### src/rtl/sobel_edge_magnitude_rgb_unit_defines.svh
`ifndef SOBEL_EDGE_MAGNITUDE_RGB_UNIT_DEFINES_SVH
`define SOBEL_EDGE_MAGNITUDE_RGB_UNIT_DEFINES_SVH

// same-cycle implication, checked outside reset
`define SEM_ASSERT_SAME(lbl, clk, rstn, ante, cons, msg) \
    lbl: assert property (@(posedge clk) disable iff (!(rstn)) (ante) |-> (cons)) \
        else $error(msg);

// next-cycle implication, checked outside reset
`define SEM_ASSERT_NEXT(lbl, clk, rstn, ante, cons, msg) \
    lbl: assert property (@(posedge clk) disable iff (!(rstn)) (ante) |=> (cons)) \
        else $error(msg);

`endif

### src/rtl/sem_pkg.sv
`default_nettype none

package sem_pkg;

    localparam int CHAN_W      = 8;
    localparam int PIXEL_W     = 3 * CHAN_W;
    localparam int GRAD_W      = 11;
    localparam int SUM_W       = 21;
    localparam int CFG_W_W     = 11;
    localparam int CFG_H_W     = 13;
    localparam int CFG_DATA_W  = 13;
    localparam int QUEUE_DEPTH = 4;
    localparam int QCNT_W      = $clog2(QUEUE_DEPTH + 1);
    localparam int ROOT_STEPS  = 8;

    localparam logic [CHAN_W-1:0]  MAG_MAX      = 8'd255;
    localparam logic [SUM_W-1:0]   SAT_LIMIT    = 21'd65280;
    localparam logic [CFG_W_W-1:0] WIDTH_RESET  = 11'd1024;
    localparam logic [CFG_H_W-1:0] HEIGHT_RESET = 13'd1;

    typedef enum logic [0:0] {
        CFG_IMAGE_WIDTH  = 1'b0,
        CFG_IMAGE_HEIGHT = 1'b1
    } t_cfg_reg;

    typedef logic [PIXEL_W-1:0] t_pixel;

    typedef struct packed {
        logic                         last;
        logic [2:0][GRAD_W-1:0]       gx;
        logic [2:0][GRAD_W-1:0]       gy;
    } t_grad_item;

    typedef struct packed {
        logic [15:0] s;
        logic [9:0]  rem;
        logic [7:0]  root;
        logic        sat;
    } t_root_lane;

    typedef struct packed {
        logic                  valid;
        logic                  last;
        t_root_lane [2:0]      lane;
    } t_back_stage;

endpackage

`default_nettype wire

### src/rtl/sem_queue.sv
`default_nettype none

module sem_queue
    import sem_pkg::*;
#(
    parameter int WIDTH = 67,
    parameter int DEPTH = 4
) (
    input  wire logic                         i_clk,
    input  wire logic                         i_rst_n,
    input  wire logic                         i_push,
    input  wire logic [WIDTH-1:0]             i_data,
    input  wire logic                         i_pop,
    output logic      [WIDTH-1:0]             o_data,
    output logic      [$clog2(DEPTH+1)-1:0]   o_count
);

    localparam int PW = $clog2(DEPTH);
    localparam int CW = $clog2(DEPTH + 1);

    logic [WIDTH-1:0] r_mem [DEPTH];
    logic [PW-1:0]    r_wr_ptr, r_rd_ptr;
    logic [CW-1:0]    r_count;

    function automatic logic [PW-1:0] ptr_next(input logic [PW-1:0] p);
        return (p == PW'(DEPTH - 1)) ? '0 : p + 1'b1;
    endfunction

    always_ff @(posedge i_clk) begin
        if (!i_rst_n) begin
            r_wr_ptr <= '0;
            r_rd_ptr <= '0;
            r_count  <= '0;
        end else begin
            if (i_push) begin
                r_wr_ptr <= ptr_next(r_wr_ptr);
            end
            if (i_pop) begin
                r_rd_ptr <= ptr_next(r_rd_ptr);
            end
            if (i_push && !i_pop) begin
                r_count <= r_count + 1'b1;
            end else if (!i_push && i_pop) begin
                r_count <= r_count - 1'b1;
            end
        end
    end

    always_ff @(posedge i_clk) begin
        if (i_push) begin
            r_mem[r_wr_ptr] <= i_data;
        end
    end

    assign o_data  = r_mem[r_rd_ptr];
    assign o_count = r_count;

endmodule

`default_nettype wire

### config.mk
export PLATFORM = sky130hd
export DESIGN_NAME = sem_queue
export DESIGN_NICKNAME = d
export VERILOG_FILES = /design/src/rtl/sobel_edge_magnitude_rgb_unit_defines.svh /design/src/rtl/sem_pkg.sv /design/src/rtl/sem_queue.sv
export SDC_FILE = /design/constraint.sdc
export NUM_CORES = 1
export LEC_CHECK = 0
export BUFFER_PORTS_ARGS = -buffer_cell sky130_fd_sc_hd__buf_4
export CORE_UTILIZATION = 55
export DETAILED_ROUTE_END_ITERATION = 10
export PLACE_DENSITY_LB_ADDON = 0.08
export SYNTH_ARGS = -nofsm -noshare
export SYNTH_HDL_FRONTEND = slang
export SYNTH_SLANG_ARGS = --single-unit
### constraint.sdc
create_clock -name i_clk -period 4.26 [get_ports i_clk]
set_input_delay 0.639 -clock i_clk [delete_from_list [all_inputs] [get_ports i_clk]]
set_output_delay 0.639 -clock i_clk [all_outputs]
set_load 0.02 [all_outputs]
* Word level (Yosys, flattened, before mapping)
Memory sizes are Yosys's and may differ from the RTL's. A register that Yosys moved wholly into a read port is not among the register bits.
Cells that the tools add are included.
** Storage, ports and cells
- Word-level logic and storage cells :: 23
- Bits of input ports :: 71
- Register bits :: 7
- Memories :: 1
- RAM bits :: 268
** Memories
- r_mem :: depth 4, width 67, rd ports 1, clocked after memory_dff 1, wr ports 1, line sem_queue.sv:21 : logic [WIDTH-1:0] r_mem [DEPTH];
** Operators by class
- Reductions and logical operators :: 5
- Eq/ne operators :: 2
- Mux-type cells :: 8
- Add/sub/neg operators :: 4
** Operator list (count)
- 2-to-1 mux 2 bit :: 4
- 2-to-1 mux 3 bit :: 2
- adder 2 x 1 -> 2 bit, second input constant :: 2
- equality test 2 bit, second input constant :: 2
- adder 3 x 1 -> 3 bit, second input constant :: 1
- subtractor 3 x 1 -> 3 bit, second input constant :: 1
- logical AND 1 bit :: 2
- zero test 1 bit :: 2
- 2-to-1 mux 1 bit :: 2
- nonzero test 2 bit :: 1

* Logic depth before layout (Yosys ltp)
- Depth in word-level cells :: 4
- Mapped depth :: 7
- Depth with buffers taken out :: 7

* Worst setup path before layout
Ideal clock, no wire load.
- Path type :: in2reg
- Start point :: in i_push
- End point :: mem r_mem[0][0], enable pin
- Arrival time :: 2.212 ns
- Slack :: 1.616 ns
- Stages :: 1
- Data required time :: 3.828 ns
- Cells stage by stage :: and2_1
** Between the ends
- Word-level cells in the longest chain between the ends :: 2
** Ends and longest elaborated chain
- start: declaration :: line sem_queue.sv:11 : input wire logic i_push,
- 2-to-1 mux 1 bit :: line sem_queue.sv:50 : if (i_push) begin
- 2-to-1 mux 1 bit (implied by the code) :: line sem_queue.sv:51 : r_mem[r_wr_ptr] <= i_data;
- end: declaration :: line sem_queue.sv:21
Every way passes these cells.

==> impl_metrics.csv <==
group,metric,value,unit
global_routing,overflow,0,
placement,routabilityCongestion,0.678,
synthesis,synthTopCellsByArea,"edfxtp_1, mux4_2, dfxtp_1",
sta,fmax,0.317,GHz
final_layout,regArea,8240,sq um
synthesis,yosys-top-cells-count,"edfxtp_1, mux4_2, dfxtp_1, ha_1",
sta,hold_viol,0,
global_routing,antenna_found_initial,0,
synthesis,synthArstFlopShare,0,%
sta,rsz0062_at_grt,"false",
worst_setup_path,end_kind,"output pin",
placement,hpwl,9.71,mm
synthesis,synth_edf_count,268,
clock_network,numCtsBuffers,27,
synthesis,yosysSeqAreaShare,81.1,%
synthesis,synth_seq_cells,277,
synthesis,synth_nets,470,
synthesis,synth_flop_cell,"edfxtp_1",
synthesis,yosysTopAreaCellShare,79.3,%
sta,fin_crit_sh,74.0,%
route,via_count,4482,
worst_setup_path,cp_slowest_cell,"dfxtp_4",
job,cap_violations,0,
final_layout,antennaDiodeCount,0,
worst_setup_path,cp_data_arrival_time,2.51,ns
route,firstDrtPassIters,4,
clock_network,cts_tree,"done",
sta,period_needed,3.15,ns
worst_setup_path,start_kind,"flip-flop",
sta,setup_viol,0,
worst_setup_path,path_common_cell,"buf_4",
clock_network,h-tree-depth,1,
worst_setup_path,critPathKind,"reg -> out",
global_routing,grt_pass1_wl,26.0,mm
clock_network,cts_setup_buffers,0,
worst_setup_path,required,3.62,ns
worst_setup_path,cp_max_fo,34,
worst_setup_path,crit_chain,"buf_4 -> mux4_2 -> buf_4",
clock_network,root_buffer,"clkbuf_16",
clock_network,cts_hold_buf,0,
outcome,status,"complete, no violations",
sta,tns,0,ns
power_and_ir_drop,peakVddDrop,0.425,mV
route,wl,17.3,mm
final_layout,drive_gt1_share,43.7,%
sta,fin_skew,0.00532,ns
synthesis,syn_inst,392,
route,postRouteAntennaNets,0,
die,die_w,138,um
clock_network,clock_sinks,277,
sta,max_slew_margin,30.3,%
global_routing,gr-usage-all-layers,18.8,%
sta,max_slew.worst_pin.slew,1.05,ns
die,rows,49,
global_routing,grt_max_degree,68,
route,drt_iter0_markers,246,
power_and_ir_drop,power.leakage,4.13,nW
synthesis,synth.distinct_cells,22,
die,core,18000,sq um
final_layout,final_nets,627,
clock_network,clkTransAtPathRegs,0.06,ns
synthesis,syn_area_per_cell,25.9,sq um
route,vias_per_cell,5.62,
final_layout,finalNonFillerCells,797,
route,drc,0,
die,ios,141,
die,dieArea,19000,sq um
placement,dp.cells,749,
synthesis,synth.most_common_cell,"edfxtp_1",
final_layout,nFillCells,1158,
clock_network,cts_buffer_depth,3,
die,die_y,138,um
synthesis,synth_top_cell_by_area,"edfxtp_1",
die,start_util,56.3,%
worst_setup_path,max_stage_delay,0.80,ns
clock_network,clkLatencyLatePin,0.51,ns
synthesis,syn_area,10100,sq um
placement,port_buffers,140,
synthesis,yosysWarnings,0,
global_routing,grt_pass1_vias,4868,
power_and_ir_drop,p_per_area,491,nW/um^2
sta,slew_violations,0,
final_layout,multi_input_area,1770,sq um
worst_hold_path,hold_path_class,"in -> reg",
final_layout,syn_to_final_growth,20.2,%
clock_network,cts-resized-gates,0,
route,post_drt_wl_per_cell,21.6,um
[layout by cell type (no fill, tap or decap)]
| cell type | Yosys | final |
|---|---|---|
| edfxtp_1 | 268 | 268 |
| and2_1 | 5 | 1 |
| clkinv_1 | 0 | 5 |
| ha_1 | 6 | 6 |
| mux4_2 | 67 | 67 |
| mux2i_1 | 4 | 4 |
| fa_1 | 1 | 1 |
| o21a_1 | 1 | 1 |
| clkbuf_8 | 0 | 1 |
| dfxtp_4 | 0 | 2 |
| clkinv_2 | 0 | 2 |
| nor2b_1 | 5 | 5 |
| clkbuf_1 | 0 | 11 |
| a21boi_0 | 1 | 1 |
| xnor2_1 | 1 | 1 |
| o21ai_0 | 1 | 1 |
| or3_1 | 1 | 1 |
| buf_4 | 3 | 143 |
| clkbuf_16 | 0 | 27 |
| nor3_1 | 1 | 1 |
| dfxtp_1 | 9 | 7 |
| inv_1 | 4 | 4 |
| bufinv_16 | 0 | 2 |
| xor2_1 | 1 | 1 |
| and2_4 | 0 | 4 |
| nor2_1 | 1 | 1 |
[power by group]
group | leakage, nW | switching [mW] | internal, mW | total (mW)
registers | 2.54 | 0.0630 | 3.12 | 3.19
clock network | 0.397 | 0.906 | 1.30 | 2.21
logic | 1.19 | 0.309 | 0.291 | 0.600
[per-stage QoR]
step	total power, mW	cell area, sq um	hold slack [ns]	util (%)	setup slack (ns)
6_report	5.99	12200	0.323	67.7	1.11
5_1_grt	6.20	12200	0.299	67.7	0.897
4_1_cts	6.06	12200	0.298	67.7	0.975
3_5_place_dp	3.86	11400	0.501	63.1	1.52
3_3_place_gp	3.84	11400	0.482	63.1	1.52
2_1_floorplan	3.58	10100	0.512	-	1.62
[registers in the layout, summed over array words and instances, names as in the netlist, named ones only]
signal / cells
r_mem: 268
o_count: 3
r_rd_ptr: 2
r_wr_ptr: 2
[critical path: cells and delay by family, from the launching register on]
kind,cells,cell delay [ns]
buffers and inverters,2,0.63
flip-flops,1,0.80
multiplexers,1,0.57
[cell families (layout without fill, tap and decap cells)]
logic type,Yosys count,after routing,synth area share (%)
flip-flops,277,277,81.1
multiplexers,71,71,15.3
buffers and inverters,19,195,1.58
AND/OR/NAND/NOR,13,13,0.764
adder cells (fa/ha/maj),7,7,0.937
AO/OA/AOI/OAI,3,3,0.197
XOR/XNOR,2,2,0.173
[final cells by class]
class,count,area share (%)
Multi-Input combinational cell,96,14.5
Inverter,4,0.123
Sequential cell,277,67.5
Tap cell,229,2.35
Clock inverter,9,0.728
Timing Repair Buffer,143,8.80
Clock buffer,39,5.99
[per-layer routing]
layer	part of all wire (%)	vias up	GRT usage, %
li1	-	1986	-
met1	41	2342	23.8
met2	51	124	32.0
met3	6.7	30	4.97
met4	1.9	0	5.68
met5	0	-	0
[final timing paths]
| kind | from | endpoint | slack [ns] | depth (start not counted) |
|---|---|---|---|---|
| setup / recovery | flip-flop | o_data[66] | 1.11 | 3 |
| hold / removal | i_data[36] | r_mem[0][36] | 0.32 | 1 |
| setup reg to reg | r_wr_ptr[0] | r_mem[3][17] | 2.40 | 2 |
| hold reg to reg | o_count[2] | o_count[2] | 0.50 | 2 |
Note: power is estimated with default switching activity, not from simulation.
