[config.mk]
export PLATFORM = sky130hd
export DESIGN_NAME = sem_back
export DESIGN_NICKNAME = d
export VERILOG_FILES = /design/src/rtl/sobel_edge_magnitude_rgb_unit_defines.svh /design/src/rtl/sem_pkg.sv /design/src/rtl/sem_back.sv
export SDC_FILE = /design/constraint.sdc
export NUM_CORES = 2
export LEC_CHECK = 0
export BUFFER_PORTS_ARGS = -buffer_cell sky130_fd_sc_hd__buf_2
export CAP_MARGIN = 15
export CORE_UTILIZATION = 50
export CTS_CLUSTER_DIAMETER = 60
export DETAILED_ROUTE_END_ITERATION = 8
export GPL_TIMING_DRIVEN = 0
export HOLD_SLACK_MARGIN = 0.02
export PLACE_DENSITY = 0.75
export SETUP_SLACK_MARGIN = 0.1
export SYNTH_ARGS = -nofsm -noshare
export SYNTH_HDL_FRONTEND = slang
export SYNTH_SLANG_ARGS = --single-unit
[constraint.sdc]
create_clock -name i_clk -period 17.3 [get_ports i_clk]
set_input_delay 1.73 -clock i_clk [delete_from_list [all_inputs] [get_ports i_clk]]
set_output_delay 1.73 -clock i_clk [all_outputs]
set_load 0.05 [all_outputs]
[src/rtl/sobel_edge_magnitude_rgb_unit_defines.svh]
`ifndef SOBEL_EDGE_MAGNITUDE_RGB_UNIT_DEFINES_SVH
`define SOBEL_EDGE_MAGNITUDE_RGB_UNIT_DEFINES_SVH

// same-cycle implication, checked outside reset
`define SEM_ASSERT_SAME(lbl, clk, rstn, ante, cons, msg) \
    lbl: assert property (@(posedge clk) disable iff (!(rstn)) (ante) |-> (cons)) \
        else $error(msg);

// next-cycle implication, checked outside reset
`define SEM_ASSERT_NEXT(lbl, clk, rstn, ante, cons, msg) \
    lbl: assert property (@(posedge clk) disable iff (!(rstn)) (ante) |=> (cons)) \
        else $error(msg);

`endif

[src/rtl/sem_pkg.sv]
`default_nettype none

package sem_pkg;

    localparam int CHAN_W      = 8;
    localparam int PIXEL_W     = 3 * CHAN_W;
    localparam int GRAD_W      = 11;
    localparam int SUM_W       = 21;
    localparam int CFG_W_W     = 11;
    localparam int CFG_H_W     = 13;
    localparam int CFG_DATA_W  = 13;
    localparam int QUEUE_DEPTH = 4;
    localparam int QCNT_W      = $clog2(QUEUE_DEPTH + 1);
    localparam int ROOT_STEPS  = 8;

    localparam logic [CHAN_W-1:0]  MAG_MAX      = 8'd255;
    localparam logic [SUM_W-1:0]   SAT_LIMIT    = 21'd65280;
    localparam logic [CFG_W_W-1:0] WIDTH_RESET  = 11'd1024;
    localparam logic [CFG_H_W-1:0] HEIGHT_RESET = 13'd1;

    typedef enum logic [0:0] {
        CFG_IMAGE_WIDTH  = 1'b0,
        CFG_IMAGE_HEIGHT = 1'b1
    } t_cfg_reg;

    typedef logic [PIXEL_W-1:0] t_pixel;

    typedef struct packed {
        logic                         last;
        logic [2:0][GRAD_W-1:0]       gx;
        logic [2:0][GRAD_W-1:0]       gy;
    } t_grad_item;

    typedef struct packed {
        logic [15:0] s;
        logic [9:0]  rem;
        logic [7:0]  root;
        logic        sat;
    } t_root_lane;

    typedef struct packed {
        logic                  valid;
        logic                  last;
        t_root_lane [2:0]      lane;
    } t_back_stage;

endpackage

`default_nettype wire

[src/rtl/sem_back.sv]
`default_nettype none

module sem_back
    import sem_pkg::*;
(
    input  wire logic              i_clk,
    input  wire logic              i_rst_n,
    input  wire logic              i_valid,
    input  wire t_grad_item        i_item,
    output logic                   o_pop,
    input  wire logic              i_ready,
    output logic                   o_valid,
    output logic                   o_last,
    output logic [CHAN_W-1:0]      o_edge_red,
    output logic [CHAN_W-1:0]      o_edge_green,
    output logic [CHAN_W-1:0]      o_edge_blue
);

    t_back_stage       r_stg [ROOT_STEPS + 1];
    t_back_stage       n_stg0;
    logic              advance;
    logic              r_out_valid, r_out_last;
    logic [CHAN_W-1:0] r_mag [3];

    assign advance = !r_out_valid || i_ready;
    assign o_pop   = advance && i_valid;

    // squares and sum per channel
    always_comb begin
        logic signed [2*GRAD_W-1:0] sq_x, sq_y;
        logic [SUM_W-1:0]           sum;
        n_stg0.valid = o_pop;
        n_stg0.last  = i_item.last;
        for (int c = 0; c < 3; c++) begin
            sq_x = $signed(i_item.gx[c]) * $signed(i_item.gx[c]);
            sq_y = $signed(i_item.gy[c]) * $signed(i_item.gy[c]);
            sum  = sq_x[SUM_W-1:0] + sq_y[SUM_W-1:0];
            n_stg0.lane[c].s    = sum[15:0];
            n_stg0.lane[c].rem  = '0;
            n_stg0.lane[c].root = '0;
            n_stg0.lane[c].sat  = sum > SAT_LIMIT;
        end
    end

    // one root digit per stage
    function automatic t_root_lane root_step(input t_root_lane a);
        logic [11:0] cur, trial;
        t_root_lane  b;
        b     = a;
        cur   = {a.rem, a.s[15:14]};
        trial = {2'b00, a.root, 2'b01};
        b.s   = {a.s[13:0], 2'b00};
        if (cur >= trial) begin
            b.rem  = 10'(cur - trial);
            b.root = {a.root[6:0], 1'b1};
        end else begin
            b.rem  = cur[9:0];
            b.root = {a.root[6:0], 1'b0};
        end
        return b;
    endfunction

    function automatic logic [CHAN_W-1:0] round_mag(input t_root_lane a);
        logic inc;
        inc = a.rem > {2'b00, a.root};
        return a.sat ? MAG_MAX : a.root + CHAN_W'(inc);
    endfunction

    always_ff @(posedge i_clk) begin
        if (!i_rst_n) begin
            for (int i = 0; i <= ROOT_STEPS; i++) begin
                r_stg[i] <= '0;
            end
            r_out_valid <= 1'b0;
        end else if (advance) begin
            r_stg[0] <= n_stg0;
            for (int i = 1; i <= ROOT_STEPS; i++) begin
                r_stg[i].valid <= r_stg[i-1].valid;
                r_stg[i].last  <= r_stg[i-1].last;
                for (int c = 0; c < 3; c++) begin
                    r_stg[i].lane[c] <= root_step(r_stg[i-1].lane[c]);
                end
            end
            r_out_valid <= r_stg[ROOT_STEPS].valid;
        end
    end

    always_ff @(posedge i_clk) begin
        if (advance) begin
            r_out_last <= r_stg[ROOT_STEPS].last;
            for (int c = 0; c < 3; c++) begin
                r_mag[c] <= round_mag(r_stg[ROOT_STEPS].lane[c]);
            end
        end
    end

    assign o_valid      = r_out_valid;
    assign o_last       = r_out_last;
    assign o_edge_red   = r_mag[0];
    assign o_edge_green = r_mag[1];
    assign o_edge_blue  = r_mag[2];

endmodule

`default_nettype wire

# [Word level (Yosys, flattened, before mapping)]
# Memories as Yosys holds them, arrays and structs flattened.
# Index checks and enable logic that the tools add are counted.
[classes] add_sub_neg=30 mul=6 magnitude_cmp=30 n_mux=121 n_bitwise=41 reduce_logical=3
[ops] operator="two-way mux 18 bit" n=72
[ops] operator="two-way mux 35 bit" n=24
[ops] operator=">= comparator 12 x 10 -> 1 bit" n=24
[ops] operator="subtractor 10 bit" n=24
[ops] operator="multiplier 11 x 11 -> 21 bit" n=6
[ops] operator="two-way mux 107 bit" n=1
[ops] operator="adder 21 bit" n=3
[ops] operator="greater-than comparator 21 x 16 -> 1 bit (second input constant)" n=3
[ops] operator="OR 1 bit" n=41
[ops] operator="greater-than comparator 10 x 8 -> 1 bit" n=3
[ops] operator="adder 8 x 1 -> 8 bit" n=3
[ops] operator="two-way mux 8 bit" n=3
[ops] operator="two-way mux 1 bit" n=21
[ops] operator="logical AND 1 bit" n=1
[ops] operator="zero test 1 bit" n=1
[ops] operator="logical OR 1 bit" n=1
[word_totals] reg_bits=2 ramBits=987 inputBits=71 out_inout_bits=27 memories=2
[mem_list] memory="r_stg" words=9 word_bits=107 rd=9 rd_clocked_by_memory_dff=0 wr=9 line="sem_back.sv:19" rtl="t_back_stage r_stg [ROOT_STEPS + 1];"
[mem_list] memory="r_mag" words=3 word_bits=8 rd=3 rd_clocked_by_memory_dff=0 wr=3 line="sem_back.sv:23" rtl="logic [CHAN_W-1:0] r_mag [3];"

# [Depth between registers and ports, before layout]
[depth] ltp_word=6 depth_mapped=25 ltp_nobuf=24

# [Worst setup path after synthesis]
# No wires, ideal clock.
[synth_path] kind="input to register" from="input port i_rst_n" to="memory r_stg[0][0] in the netlist's numbering (enable)" t_arrival_ps=11636 t_required_ps=13120 path_slack_ps=1484 stages=3 path_buffers=2 cell_sequence="clkbuf_1 > clkbuf_1 > nand2_1"
[synth_lines] item="start, declared" line="sem_back.sv:7" rtl="input wire logic i_rst_n,"
[synth_lines] item="end, declared" line="sem_back.sv:19"

==> summary.txt <==
Clock network
  – Clock transition at path regs: 0.06 ns
  – H-Tree Depth: 2
  – Total setup buffers inserted after CTS: 0
  – Maximum root-to-sink buffer count: 3
  – CTS tree: done
  – CTS Hold Bufs: 0
  – CTS Sinks: 614
  – Post_cts resized: 0
  – Root Buffer: clkbuf_16
  – Clk_lat worst skew: 0.62 ns
  – Num CTS Buffers: 59

Die
  – DIE AREA: 0.111 mm²
  – # IOs: 98
  – Die width: 333 µm
  – Core area: 0.108 mm²
  – Starting density of the core: 50.7%
  – Row count: 120
  – Die Ht: 333 µm

Routing
  – Total number of vias: 35.0k
  – Drc violations: 0
  – Drt pass-1 iters: 7
  – Final WL: 109,000 µm
  – Vias per inst: 5.17
  – Final ANT Viol Nets: 0
  – Post-detailed-route wirelength per cell: 16.1 µm
  – Number of DRC markers in iteration 0: 1,947

Critical path
  – Critical path fanouts, max: 10
  – CP required: 17.61 ns
  – Worst Setup End Kind: register
  – Critical path arrival: 8.89 ns
  – Startpoint types: input pin
  – CP Class: input pin to register

Synthesis
  – Most common flop cell mapped by yosys: edfxtp_1
  – FFs w/ async S/R, synth: 0%
  – Synth top area share: 33.7%
  – Seq cells post-synth: 614
  – Count leader, synth: inv_1
  – Number of flops mapped to enable cells by yosys: 613
  – Sequential-to-total area share from yosys stat: 33.7%
  – Netlist cell types: 69
  – Synth area leaders: edfxtp_1 34%, fa_1 25%, ha_1 9.3%
  – Syn avg cell area: 10.6 µm²
  – Cell taking the most area after synthesis: edfxtp_1
  – Mapped Area: 0.0547 mm²
  – Synth Warn #: 0
  – Synthesized netlist cell count: 5,149
  – Top cells by count, synth: 1,093 x inv_1, 679 x fa_1, 613 x edfxtp_1

Place
  – I/O Buffers: 82
  – GP Congestion: 0.907
  – Pre-CTS setup slack: 8.11 ns
  – Final HPWL from detailed placement: 90,800 µm

STA
  – Slew headroom: 18.2%
  – Final setup fails: 0
  – Worst-Margin Slew: 1.23 ns
  – Fmax: 117 MHz
  – Unrepaired setup endpoints after global routing: false
  – Min Tclk post-route: 8.58 ns
  – Final hold vios: 0
  – Pins over their slew limit: 0
  – Final period util: 49.6%
  – Final WS setup: 8.72 ns
  – Clock Skew: 0.0113 ns
  – Final TNS setup: 0 ns

Global route
  – Residual overflow from global routing: 0
  – Met2 GRT Util: 39.1%
  – Met1 Usage GRT: 23.7%
  – Met3 Usage GRT: 1.94%
  – Total GRT Usage: 20.4%
  – Largest net degree at the start of global routing: 78
  – Initial antenna violation count: 7
  – First-pass GRT wire length: 181,000 µm
  – Top Usage Layer GRT: met2
  – Vias in the first global route: 37.1k

Min path
  – Hold crit path type: register to register

Outcome
  – Status: finished, final reports clean

Job
  – Max-cap violations: 0

Final layout
  – Layout overhead on the synthesized area: 8.17%
  – Net count, final: 6,462
  – Layout cells sized above 1: 3.92%
  – Fill count: 9,117
-- cell type report --
type / instances / area [µm²] / area share, %
clock buffers: 75 / 1570 / 2.65
repair buffers: 93 / 693 / 1.17
inverters: 1094 / 4110 / 6.94
diodes: 5 / 12.5 / 0.0212
clock inverters: 35 / 424 / 0.717
well taps: 1403 / 1760 / 2.97
flip-flops and latches: 614 / 18400 / 31.2
plain buffers: 165 / 624 / 1.06
multi-input cells: 3278 / 31500 / 53.3
-- worst max-delay path, stage by stage --
cell	delay, ns
buf_2	0.13
clkbuf_1	0.46
nand2_1	0.19
fa_1	0.56
inv_1	0.05
fa_1	0.50
inv_1	0.06
fa_1	0.45
fa_1	0.51
inv_1	0.05
fa_1	0.46
fa_1	0.58
inv_1	0.07
fa_1	0.52
inv_1	0.04
ha_1	0.34
o21ai_0	0.13
o21a_1	0.19
o21bai_1	0.17
a21oi_1	0.15
o21ai_0	0.29
mux2_2	0.38
a2111oi_0	0.72
a31oi_1	0.15
-- stage by stage --
stage	cell area, µm²	hold slack [ns]	util (%)	std cells
after CTS	59100	0.421	54.9	6757
after global routing	59200	0.441	54.9	6761
after floorplan	54700	0.400	-	5151
final	59200	0.418	54.9	6762
after global placement	56900	0.404	52.7	6636
after detailed placement	57100	0.406	53.0	6647
-- worst paths after layout --
check	startpoint	to	slack, ns	cells past startpoint
hold reg to reg	r_stg[8][105]$_DFFE_PP_	o_last$_DFFE_PN_	0.42	0
hold / removal	r_stg[8][105]$_DFFE_PP_	o_last$_DFFE_PN_	0.42	0
setup reg to reg	o_valid$_SDFFE_PN0N_	r_stg[0][0]$_SDFFCE_PN0P_	13.79	6
setup / recovery	i_item[51]	r_stg[0][35]$_SDFFCE_PN0P_	8.72	24
-- logic make-up after synthesis --
| group | Yosys count | share of synthesized area, % |
|---|---|---|
| other | 1 | 0.00686 |
| and+or+nand+nor | 1464 | 13.4 |
| buffers and inverters | 1259 | 8.65 |
| xor gates and xnor gates | 236 | 3.83 |
| adders and majority gates | 1086 | 34.2 |
| AOI/OAI and AO/OA | 416 | 4.94 |
| muxes | 73 | 1.34 |
| DFF | 614 | 33.7 |
-- layout by cell type, fill, tap and decap left out, types with 9 or more instances in the layout --
cell | Yosys | final
o21ai_0 | 82 | 82
mux2i_1 | 71 | 71
ha_1 | 407 | 407
a21boi_0 | 10 | 10
clkinv_2 | 0 | 11
nor4_1 | 25 | 25
clkbuf_16 | 0 | 60
xnor2_1 | 172 | 172
edfxtp_1 | 613 | 613
and2_1 | 112 | 112
a21oi_1 | 103 | 103
bufinv_16 | 0 | 9
and3_1 | 245 | 245
or3_1 | 14 | 14
inv_1 | 1093 | 1093
fa_1 | 679 | 679
clkbuf_1 | 158 | 171
o31ai_1 | 9 | 9
nand2b_1 | 59 | 59
xor2_1 | 62 | 62
or4_1 | 12 | 12
nor2b_1 | 93 | 93
nand3_1 | 38 | 38
a31oi_1 | 12 | 12
a21o_1 | 29 | 29
o21bai_1 | 9 | 9
nand4_1 | 22 | 22
o21a_1 | 65 | 65
clkinv_1 | 1 | 10
nor2_1 | 451 | 451
buf_16 | 0 | 9
buf_2 | 3 | 85
nor3_1 | 77 | 77
a211oi_1 | 31 | 31
nand2_1 | 279 | 278
-- metal layers --
metal	share of wire (%)	wire length, µm	up-vias
li1	-	-	16800
met1	39	42500	17200
met2	54	58900	707
met3	3.9	4290	202
met4	3.2	3470	0
met5	0	0	-
-- state kept, by name, summed over array words and instances, names as in the netlist --
| name | flops |
|---|---|
| o_last | 1 |
| o_valid | 1 |
| r_mag | 24 |
| r_stg | 588 |
Power is not shown: default switching activity piles up to over one toggle a cycle in this logic, so the estimate is an artifact.
